File: src/hw/rtl/bspf_pkg.sv
`timescale 1ns / 1ps
`default_nettype none
package bspf_pkg;

  localparam int BSPF_WIDTH_PX    = 128;
  localparam int BSPF_HEIGHT_ROWS = 136;

  localparam int IN_W  = 24;
  localparam int OUT_W = 8;

  localparam logic [1:0] MODE_CLEAR = 2'd0;
  localparam logic [1:0] MODE_STAMP = 2'd1;
  localparam logic [1:0] MODE_READ  = 2'd2;

  localparam logic [1:0] SIZE_4    = 2'd0;
  localparam logic [1:0] SIZE_8    = 2'd1;
  localparam logic [1:0] SIZE_12   = 2'd2;
  localparam logic [1:0] SIZE_NONE = 2'd3;

  localparam logic [1:0] SHAPE_SQUARE = 2'd0;
  localparam logic [1:0] SHAPE_CIRCLE = 2'd1;
  localparam logic [1:0] SHAPE_SLASH  = 2'd2;

  // Stamp window: 13 rows by 4 byte columns.
  localparam logic [3:0] DY_LAST = 4'd12;
  localparam logic [1:0] BC_LAST = 2'd3;

  typedef struct packed {
    logic load;
    logic clr_step;
    logic stp_step;
    logic rd_issue;
    logic rd_capture;
    logic out_load;
  } bspf_cmd_t;

  typedef struct packed {
    logic [1:0] in_mode;
    logic       clr_last;
    logic       stp_last;
  } bspf_stat_t;

  // True when brush offset (dx, dy) from the box corner is painted.
  function automatic logic brush_hit(input logic [1:0] shape, input logic [1:0] sc,
                                     input logic [3:0] dx, input logic [3:0] dy);
    logic [4:0] s;
    logic [4:0] sum;
    logic [3:0] k;
    logic       hit;
    s   = 5'd4 + {1'b0, sc, 2'b00};
    sum = {1'b0, dx} + {1'b0, dy};
    k   = (dy <= 4'd3) ? dy : (4'd12 - dy);
    hit = 1'b0;
    if (sc != SIZE_NONE) begin
      case (shape)
        SHAPE_SQUARE: hit = ({1'b0, dx} < s) && ({1'b0, dy} < s);
        SHAPE_CIRCLE: begin
          case (sc)
            SIZE_4: begin
              if (dy inside {[4'd1:4'd3]}) hit = (dx <= 4'd4);
              else if (dy inside {4'd0, 4'd4}) hit = (dx inside {[4'd1:4'd3]});
            end
            SIZE_8: begin
              if (dy inside {[4'd3:4'd5]}) hit = (dx <= 4'd8);
              else if (dy inside {4'd1, 4'd2, 4'd6, 4'd7}) hit = (dx inside {[4'd1:4'd7]});
              else if (dy inside {4'd0, 4'd8}) hit = (dx inside {[4'd3:4'd5]});
            end
            SIZE_12: begin
              if (dy inside {[4'd4:4'd8]}) hit = (dx <= 4'd12);
              else if (dy <= 4'd12) hit = (dx >= (4'd4 - k)) && (dx <= (4'd8 + k));
            end
            default: hit = 1'b0;
          endcase
        end
        SHAPE_SLASH: hit = (sum == s - 5'd1) || (sum == s - 5'd2) ||
                           ((sum == s) && (dx != 4'd0) && (dy != 4'd0));
        default: hit = 1'b0;
      endcase
    end
    return hit;
  endfunction

endpackage
`default_nettype wire

File: src/hw/rtl/bspf_ctrl.sv
`timescale 1ns / 1ps
`default_nettype none
module bspf_ctrl
  import bspf_pkg::*;
(
  input  wire             clk,
  input  wire             rst,
  input  wire             s_tvalid,
  output logic            s_tready,
  output logic            m_tvalid,
  input  wire             m_tready,
  input  wire bspf_stat_t stat,
  output bspf_cmd_t       cmd
);

  typedef enum logic [2:0] {
    ST_SWEEP, ST_IDLE, ST_CLEAR, ST_STAMP, ST_DRAIN, ST_RD_ISSUE, ST_RD_WAIT, ST_DONE
  } state_t;

  state_t state;
  logic   out_free;

  assign out_free = !m_tvalid || m_tready;
  assign s_tready = (state == ST_IDLE);

  always_comb begin
    cmd            = '0;
    cmd.load       = (state == ST_IDLE) && s_tvalid;
    cmd.clr_step   = (state == ST_SWEEP) || (state == ST_CLEAR);
    cmd.stp_step   = (state == ST_STAMP);
    cmd.rd_issue   = (state == ST_RD_ISSUE);
    cmd.rd_capture = (state == ST_RD_WAIT);
    cmd.out_load   = (state == ST_DONE) && out_free;
  end

  always_ff @(posedge clk) begin
    if (rst) begin
      state    <= ST_SWEEP;
      m_tvalid <= 1'b0;
    end else begin
      // raise on a fresh result, hold until the beat is taken
      m_tvalid <= cmd.out_load || (m_tvalid && !m_tready);
      case (state)
        ST_SWEEP: begin
          if (stat.clr_last) state <= ST_IDLE;
        end
        ST_IDLE: begin
          if (s_tvalid) begin
            case (stat.in_mode)
              MODE_CLEAR: state <= ST_CLEAR;
              MODE_STAMP: state <= ST_STAMP;
              MODE_READ:  state <= ST_RD_ISSUE;
              default:    state <= ST_DONE;
            endcase
          end
        end
        ST_CLEAR: begin
          if (stat.clr_last) state <= ST_DONE;
        end
        ST_STAMP: begin
          if (stat.stp_last) state <= ST_DRAIN;
        end
        ST_DRAIN:    state <= ST_DONE;
        ST_RD_ISSUE: state <= ST_RD_WAIT;
        ST_RD_WAIT:  state <= ST_DONE;
        ST_DONE: begin
          if (out_free) state <= ST_IDLE;
        end
        default: state <= ST_IDLE;
      endcase
    end
  end

endmodule
`default_nettype wire

File: config.mk
export PLATFORM = sky130hd
export DESIGN_NAME = bspf_ctrl
export DESIGN_NICKNAME = d
export VERILOG_FILES = /design/src/hw/rtl/bspf_pkg.sv /design/src/hw/rtl/bspf_ctrl.sv
export SDC_FILE = /design/constraint.sdc
export NUM_CORES = 1
export LEC_CHECK = 0
export ABC_AREA = 0
export BUFFER_PORTS_ARGS = -buffer_cell sky130_fd_sc_hd__buf_4
export CAP_MARGIN = 20
export CORE_AREA = 4 4 41 43
export CTS_CLUSTER_SIZE = 30
export DETAILED_ROUTE_END_ITERATION = 6
export DIE_AREA = 0 0 45 47
export GPL_TIMING_DRIVEN = 0
export MAX_ROUTING_LAYER = met4
export PLACE_DENSITY = 0.52
export REMOVE_ABC_BUFFERS = 1
export SYNTH_ARGS = -nofsm -noshare
export SYNTH_HDL_FRONTEND = slang
export SYNTH_SLANG_ARGS = --single-unit
File: constraint.sdc
create_clock -name clk -period 3 [get_ports clk]
set_input_delay 0.15 -clock clk [delete_from_list [all_inputs] [get_ports clk]]
set_output_delay 0.15 -clock clk [all_outputs]
set_load 0.03 [all_outputs]
# Word level (Yosys, flattened, before mapping)
# Cells that the tools add are included.
# Widths: inputs -> output; s select.
[word_totals]
register_bits = 4
output_inout_bits = 8
[classes]
eq_ne = 14
mux = 7
n_reduce_logical = 12
[ops]
columns = ["operator", "n"]
rows = [
  ["$pmux 3 s7", 1],
  ["$mux 3", 5],
  ["$eq 3x3->1 const B", 4],
  ["$ne 2x2->1 const B", 5],
  ["$pmux 3 s3", 1],
  ["$eq 3x2->1 const B", 2],
  ["$reduce_and 5->1", 1],
  ["$eq 3x1->1 const B", 1],
  ["$logic_and 1x1->1", 3],
  ["$logic_not 3->1", 1],
  ["$logic_or 1x1->1", 3],
  ["$eq 2x1->1 const B", 1],
  ["$eq 2x2->1 const B", 1],
  ["$logic_not 1->1", 2],
  ["$logic_not 2->1", 1],
  ["$reduce_or 2->1", 1],
]

# Longest topological paths before layout
# Gate-level depths: netlist of run 1.
[logic_depth]
ltp_word = 4
mapped_depth = 5
mapped_depth_nobuf = 4

# Worst setup path after synthesis of run 1
# Ideal clock, no wire load.
[synth_timing]
path_kind = "reg-to-output"
startpoint = "register state[0]"
endpoint = "output cmd[5] in the netlist's numbering"
t_arrival_ns = 1.365
path_slack_ns = 1.485
stages_incl_launch_ff = 4
path_cell_list = "dfxtp_1 -> buf_6 -> nor3b_2 -> and2_1"
[synth_rtl]
columns = ["item", "line_no", "rtl"]
rows = [
  ["from (decl)", "bspf_ctrl.sv:20", "state_t state;"],
  ["from (signal assigned)", "bspf_ctrl.sv:38", "state <= ST_SWEEP;"],
  ["from (signal assigned)", "bspf_ctrl.sv:45", "if (stat.clr_last) state <= ST_IDLE;"],
  ["from (signal assigned)", "bspf_ctrl.sv:50", "MODE_CLEAR: state <= ST_CLEAR;"],
  ["to (decl)", "bspf_ctrl.sv:13", "output bspf_cmd_t cmd"],
]

==> results of run 1 <==
[cell usage after synthesis]
cell and instances:
sky130_fd_sc_hd__nand2b_2 1, sky130_fd_sc_hd__buf_6 2, sky130_fd_sc_hd__and2_4 1, sky130_fd_sc_hd__o32ai_1 1, sky130_fd_sc_hd__mux2i_1 1, sky130_fd_sc_hd__nor2_1 8, sky130_fd_sc_hd__nand2_1 6, sky130_fd_sc_hd__nor2b_1 1
sky130_fd_sc_hd__a211o_1 1, sky130_fd_sc_hd__a211oi_1 1, sky130_fd_sc_hd__nor3b_2 1, sky130_fd_sc_hd__a21oi_1 5, sky130_fd_sc_hd__or3_1 1, sky130_fd_sc_hd__and2_1 1, sky130_fd_sc_hd__nand2b_1 3, sky130_fd_sc_hd__dfxtp_1 4
sky130_fd_sc_hd__buf_2 1, sky130_fd_sc_hd__o311ai_2 1, sky130_fd_sc_hd__o21ai_1 2, sky130_fd_sc_hd__and3_1 1
[how the worst max path moves through the flow]
stage / start / end / slack [ps]
floorplan: state[0] / cmd[5] / 1420
finish: state[0] / cmd[5] / 1480
global route: state[0] / cmd[5] / 1390
detailed placement: state[2] / state[1] / 1590
global placement: state[2] / state[1] / 1590
CTS: state[0] / cmd[5] / 1470
[per-stage QoR]
step / hold slack (ps) / setup slack [ps]
after global routing: 128 / 1390
after detailed placement: 362 / 1590
final: 123 / 1480
after CTS: 117 / 1470
after floorplan: 219 / 1420
after global placement: 359 / 1590
[area by class of cell]
class                      count  area (um2)
clock buffer                   3        22.5
multi-input combinational     36         213
sequential                     4        80.1
tap                           15        18.8
fill                         156         855
timing repair buffer          15         113
[routing by layer]
layer  share of wire, %  GRT usage [%]
met5                  0              -
met4                  0           7.02
met3                9.2           1.53
met2                 49           10.2
met1                 42           8.66
[sequential cells by signal, indices dropped and copies added (netlist names)]
| name | cells |
|---|---|
| state | 3 |
| m_tvalid | 1 |
[power by group]
part / switching, W / total (W) / leakage [nW] / internal, W
Combinational: 0.0000668 / 0.000126 / 0.158 / 0.0000592
Clock: 0.0000182 / 0.0000627 / 0.0138 / 0.0000445
Sequential: 0.0000302 / 0.0000950 / 0.0329 / 0.0000648
Total: 0.000115 / 0.000284 / 0.205 / 0.000168
[worst max-delay path, delay by kind of cell (launching register included)]
kind	cells	cell delay, ps
flops	1	490
simple gates	2	490
buf+inv	1	150
[cell families (layout without fill, tap and decap cells)]
family / Yosys count / in the layout
compound gates: 11 / 11
buf+inv: 3 / 18
flops: 4 / 4
mux: 1 / 1
simple gates: 24 / 24
==> out/results.ini, run 1 <==
[worst_setup_path]
reg2reg_to=state[1]
worst_setup_path_end_kind=output port
path_max_fanout=10
critical_path_type=reg -> out
critical_path.slowest_cell=sky130_fd_sc_hd__dfxtp_1
critical_path_max_stage_delay_ps=490
cp_cell_sequence=nor3b_2 > and2_1 > buf_4
timing.critical_path.from_type=flip-flop
r2r.worst_path.cells=4
worst_ep_required_time_ps=2850
reg2reg_from=state[2]
cp_data_arrival_time_ps=1370
regToRegSetupSlack_ps=1610

[die]
standard_cell_row_count=13
die_h_um=47
initial_core_util_pct=24.6
io_pins=16
fp.dieArea_mm2=0.00212
die_w_um=45
fp.coreArea_mm2=0.00130

[timing]
setup_viol_count_final=0
max_clock_freq_mhz=659
timing.clock.skew_ps=1.59
final_min_period_over_clock_period_pct=50.5
rsz0062_at_grt=false
hold_viol_final=0
worst_slew_margin_rel_pct=69.6
final_max_slew_viol_count=0
tns_setup_ps=0
worstMarginPinSlew_ps=456
fin_crit_ps=1520

[layout]
layout.nets=68
final_core_utilization_pct=34.3
most-common-layout-cells=15 x sky130_fd_sc_hd__buf_4, 8 x sky130_fd_sc_hd__nor2_1, 6 x sky130_fd_sc_hd__nand2_1, 5 x sky130_fd_sc_hd__a21oi_1, 4 x sky130_fd_sc_hd__dfxtp_1
layout.cells.most_common=sky130_fd_sc_hd__buf_4
fin_cells=73
diodes=0
area_delta_synth_final_pct=39.5
drive_above_1_share_pct=37.9
final_cell_area_um2=447

[placed_design]
i_o_buffers=15
place.detailed.hpwl_um=563
numPlacedInstances=70
globalplace.congestion=0.673
dpl_cell_area_um2=424

[clock_tree]
tritoncts_clock_tree=yes
htree_levels=1
post_cts.resized_instances=0
tritoncts_num_sinks=4
clock_pin_slew_on_the_worst_setup_and_hold_paths_ps=30
clkLatencyLatePin_ps=230
cts_buffer_depth=2
clock-root-buffer=sky130_fd_sc_hd__clkbuf_4
ctsHoldBuffers=0
cts_buffers=3
post_cts_buffers=0

[route]
wl_um=687
detailroute.via_count=323
drt_first_iter_violations=7
drt_pre_antenna_iters=2
viasPerCell=4.42
antenna_left=0
post-route-drc-count=0
route.detailed.wl_per_inst_um=9.41

[synth]
synthesis.instances=43
yosys.area_share.simple_pct=39.5
synth_area_leaders=sky130_fd_sc_hd__dfxtp_1 25%, sky130_fd_sc_hd__nor2_1 9.4%, sky130_fd_sc_hd__a21oi_1 7.8%
combinational_family_with_the_most_area_after_synthesis=simple AND/OR/NAND/NOR gates
synth-xor-area-share_pct=0
synth.area.mux_share_pct=3.13
synthDominantCellAreaShare_pct=25.0
synth_top_area_cell=sky130_fd_sc_hd__dfxtp_1
synth_cell_type_count=20
yosys.area_share.adder_pct=0
register_bit_count_reported_by_yosys=4
synth-seq-area-share_pct=25.0
synthesis.area_per_instance_um2=7.45
yosys_warnings=0
synthesis.area_um2=320
synth-compound-area-share_pct=23.8

[global_routing]
grt_pass1_wl_mm=1.06
grt-ovfl-total=0
grt_max_degree=15
via_count_of_the_first_global_routing_pass=273
grt_use_total_pct=7.35
antenna_found_initial=0

[power_and_ir_drop]
worst_ir_drop_vdd_uv=224
totalPowerFinal_w=0.000284
p_per_area_mw_per_mm2=635
power.leakage_nw=0.205

[flow_run]
maxCapViolations=0

[hold_path]
hold_path_depth=2
min_path_type=in -> reg
hold_path.startpoint=rst
min_delay_worst_endpoint=m_tvalid

[status]
status=complete, no violations

(Power assumes the default switching activity.)
==> run 2: changes to the inputs <==
clock period = 1.5 ns   (was 3 ns; I/O delays follow)
==> out/results.ini, run 2 (synthesis gave the netlist of run 1 again) <==
[global_routing]
grt_use_total_pct=7.35  ; unchanged
grt_use_met3_pct=1.53  ; unchanged
antenna_found_initial=0  ; unchanged
via_count_of_the_first_global_routing_pass=273  ; unchanged
grt_pass1_wl_mm=1.06  ; unchanged
grt-busiest-layer=met2
grt_max_degree=15  ; unchanged
grt-ovfl-total=0  ; unchanged
gr-usage-met1_pct=8.66  ; unchanged
grt_util_met2_pct=10.2  ; unchanged

[clock_tree]
htree_levels=1  ; unchanged
cts_buffer_depth=2  ; unchanged
tritoncts_clock_tree=yes
cts_buffers=3  ; unchanged
clock-root-buffer=sky130_fd_sc_hd__clkbuf_4
ctsHoldBuffers=0  ; unchanged
post_cts.resized_instances=0  ; unchanged
clock_pin_slew_on_the_worst_setup_and_hold_paths_ps=30  ; about the same
tritoncts_num_sinks=4  ; unchanged
post_cts_buffers=0  ; unchanged
clkLatencyLatePin_ps=230  ; about the same

[worst_setup_path]
timing.critical_path.buf_inv=1  ; unchanged
critical_path.slowest_cell=sky130_fd_sc_hd__dfxtp_1
timing.critical_path.max_delay_family=flip-flops
cp-endpoint=cmd[5]
critical_path_max_stage_delay_ps=510  ; +20 ps
timing.critical_path.from_type=flip-flop
worst_ep_required_time_ps=1420  ; -1430 ps
critical_path.startpoint=state[0]
path_max_fanout=10  ; unchanged
cp_data_arrival_time_ps=1370  ; about the same
cp_cell_sequence=nor3b_4 > and2_1 > buf_4
r2r.worst_path.cells=4  ; unchanged
reg2reg_from=state[0]
reg2reg_to=state[1]
critical_path_type=reg -> out
regToRegSetupSlack_ps=190  ; -1420 ps
critical_path_cell_count=3  ; unchanged
worst_setup_path_end_kind=output port

[timing]
final_min_period_over_clock_period_pct=96.5
worst_slew_margin_rel_pct=77.4  ; +7.8 points
timing.clock.skew_ps=1.59  ; unchanged
setup_viol_count_final=0  ; unchanged
worstMarginPinSlew_ps=339  ; -116 ps
fin_crit_ps=1450
final_max_slew_viol_count=0  ; unchanged
max_clock_freq_mhz=691
tns_setup_ps=0  ; unchanged
hold_viol_final=0  ; unchanged

[die]
initial_core_util_pct=24.6  ; unchanged
fp.dieArea_mm2=0.00212  ; unchanged
fp.coreArea_mm2=0.00130  ; unchanged
standard_cell_row_count=13  ; unchanged
die_h_um=47  ; unchanged
io_pins=16  ; unchanged
die_w_um=45  ; unchanged

[flow_run]
maxCapViolations=0  ; unchanged

[placed_design]
globalplace.congestion=0.673  ; unchanged
numPlacedInstances=70  ; unchanged
i_o_buffers=15  ; unchanged
place.detailed.hpwl_um=563  ; unchanged

[layout]
area_delta_synth_final_pct=41.8
biggestRegsByFlops=state: 3 flops, m_tvalid: 1 flops
largest_register_ffs=3  ; unchanged
fin_cells=73  ; unchanged
layout.nets=68  ; unchanged
layout.cells.most_common=sky130_fd_sc_hd__buf_4
diodes=0  ; unchanged
nFillCells=155  ; -0.64%
drive_above_1_share_pct=39.7  ; +1.7 points
largest-register=state
most-common-layout-cells=15 x sky130_fd_sc_hd__buf_4, 8 x sky130_fd_sc_hd__nor2_1, 6 x sky130_fd_sc_hd__nand2_1, 5 x sky130_fd_sc_hd__a21oi_1

[route]
wl_um=719  ; +4.7%
drt_pre_antenna_iters=2  ; unchanged
detailroute.via_count=325  ; +0.62%
viasPerCell=4.45  ; +0.62%
antenna_left=0  ; unchanged
drt_first_iter_violations=5  ; -2
post-route-drc-count=0  ; unchanged
route.detailed.wl_per_inst_um=9.85  ; +4.7%

[hold_path]
min_path_type=in -> reg

[power_and_ir_drop]
p_per_area_mw_per_mm2=1290  ; +100%
power.leakage_nw=0.205  ; about the same
worst_ir_drop_vdd_uv=441  ; +97%

[status]
status=complete, no violations

run 2: worst reg2reg max path, stage by stage, from the launching register on:
cell and delay (ps):
sky130_fd_sc_hd__dfxtp_1 510, sky130_fd_sc_hd__nor3b_4 330, sky130_fd_sc_hd__nand2b_2 110, sky130_fd_sc_hd__o311ai_2 80
sky130_fd_sc_hd__mux2i_1 220
run 2: final cells by class:
class	count	area [um2]	area share [%]
clock buffer	3	22.5	4.96
multi-input combinational	36	219	48.2
sequential	4	81.3	17.9
tap	15	18.8	4.13
timing repair buffer	15	113	24.8
run 2: through the flow:
step	util (%)	cell area (um2)	hold WS (ps)	total power [W]	worst slack, ps
after floorplan	-	293	144	0.000356	-11.9
after global placement	32.6	424	284	0.000449	89.5
after detailed placement	32.6	424	287	0.000449	88.0
after CTS	34.3	447	41.8	0.000581	43.4
after global routing	34.9	454	53.1	0.000636	-30.7
final	34.9	454	47.6	0.000584	52.1
run 2: worst min path at each step:
stage | slack [ps] | cells past startpoint | from | endpoint
after CTS | 40 | 2 | rst | m_tvalid
after global routing | 50 | 2 | rst | m_tvalid
after detailed placement | 290 | 2 | rst | m_tvalid
after global placement | 280 | 2 | rst | m_tvalid
after floorplan | 140 | 1 | rst | m_tvalid
final | 50 | 2 | rst | m_tvalid
run 2: report_power, final:
group | leakage [nW] | internal, W | total (W) | switching (W)
sequential | 0.0332 | 0.000131 | 0.000198 | 0.0000672
clock | 0.0138 | 0.0000890 | 0.000125 | 0.0000364
combinational | 0.158 | 0.000125 | 0.000261 | 0.000136
total | 0.205 | 0.000345 | 0.000584 | 0.000239
run 2: per-layer routing:
| layer | vias up | part of all wire, % |
|---|---|---|
| met4 | 0 | 0 |
| met5 | - | 0 |
| met3 | 0 | 8.8 |
| met2 | 8 | 50 |
| li1 | 180 | - |
| met1 | 137 | 41 |
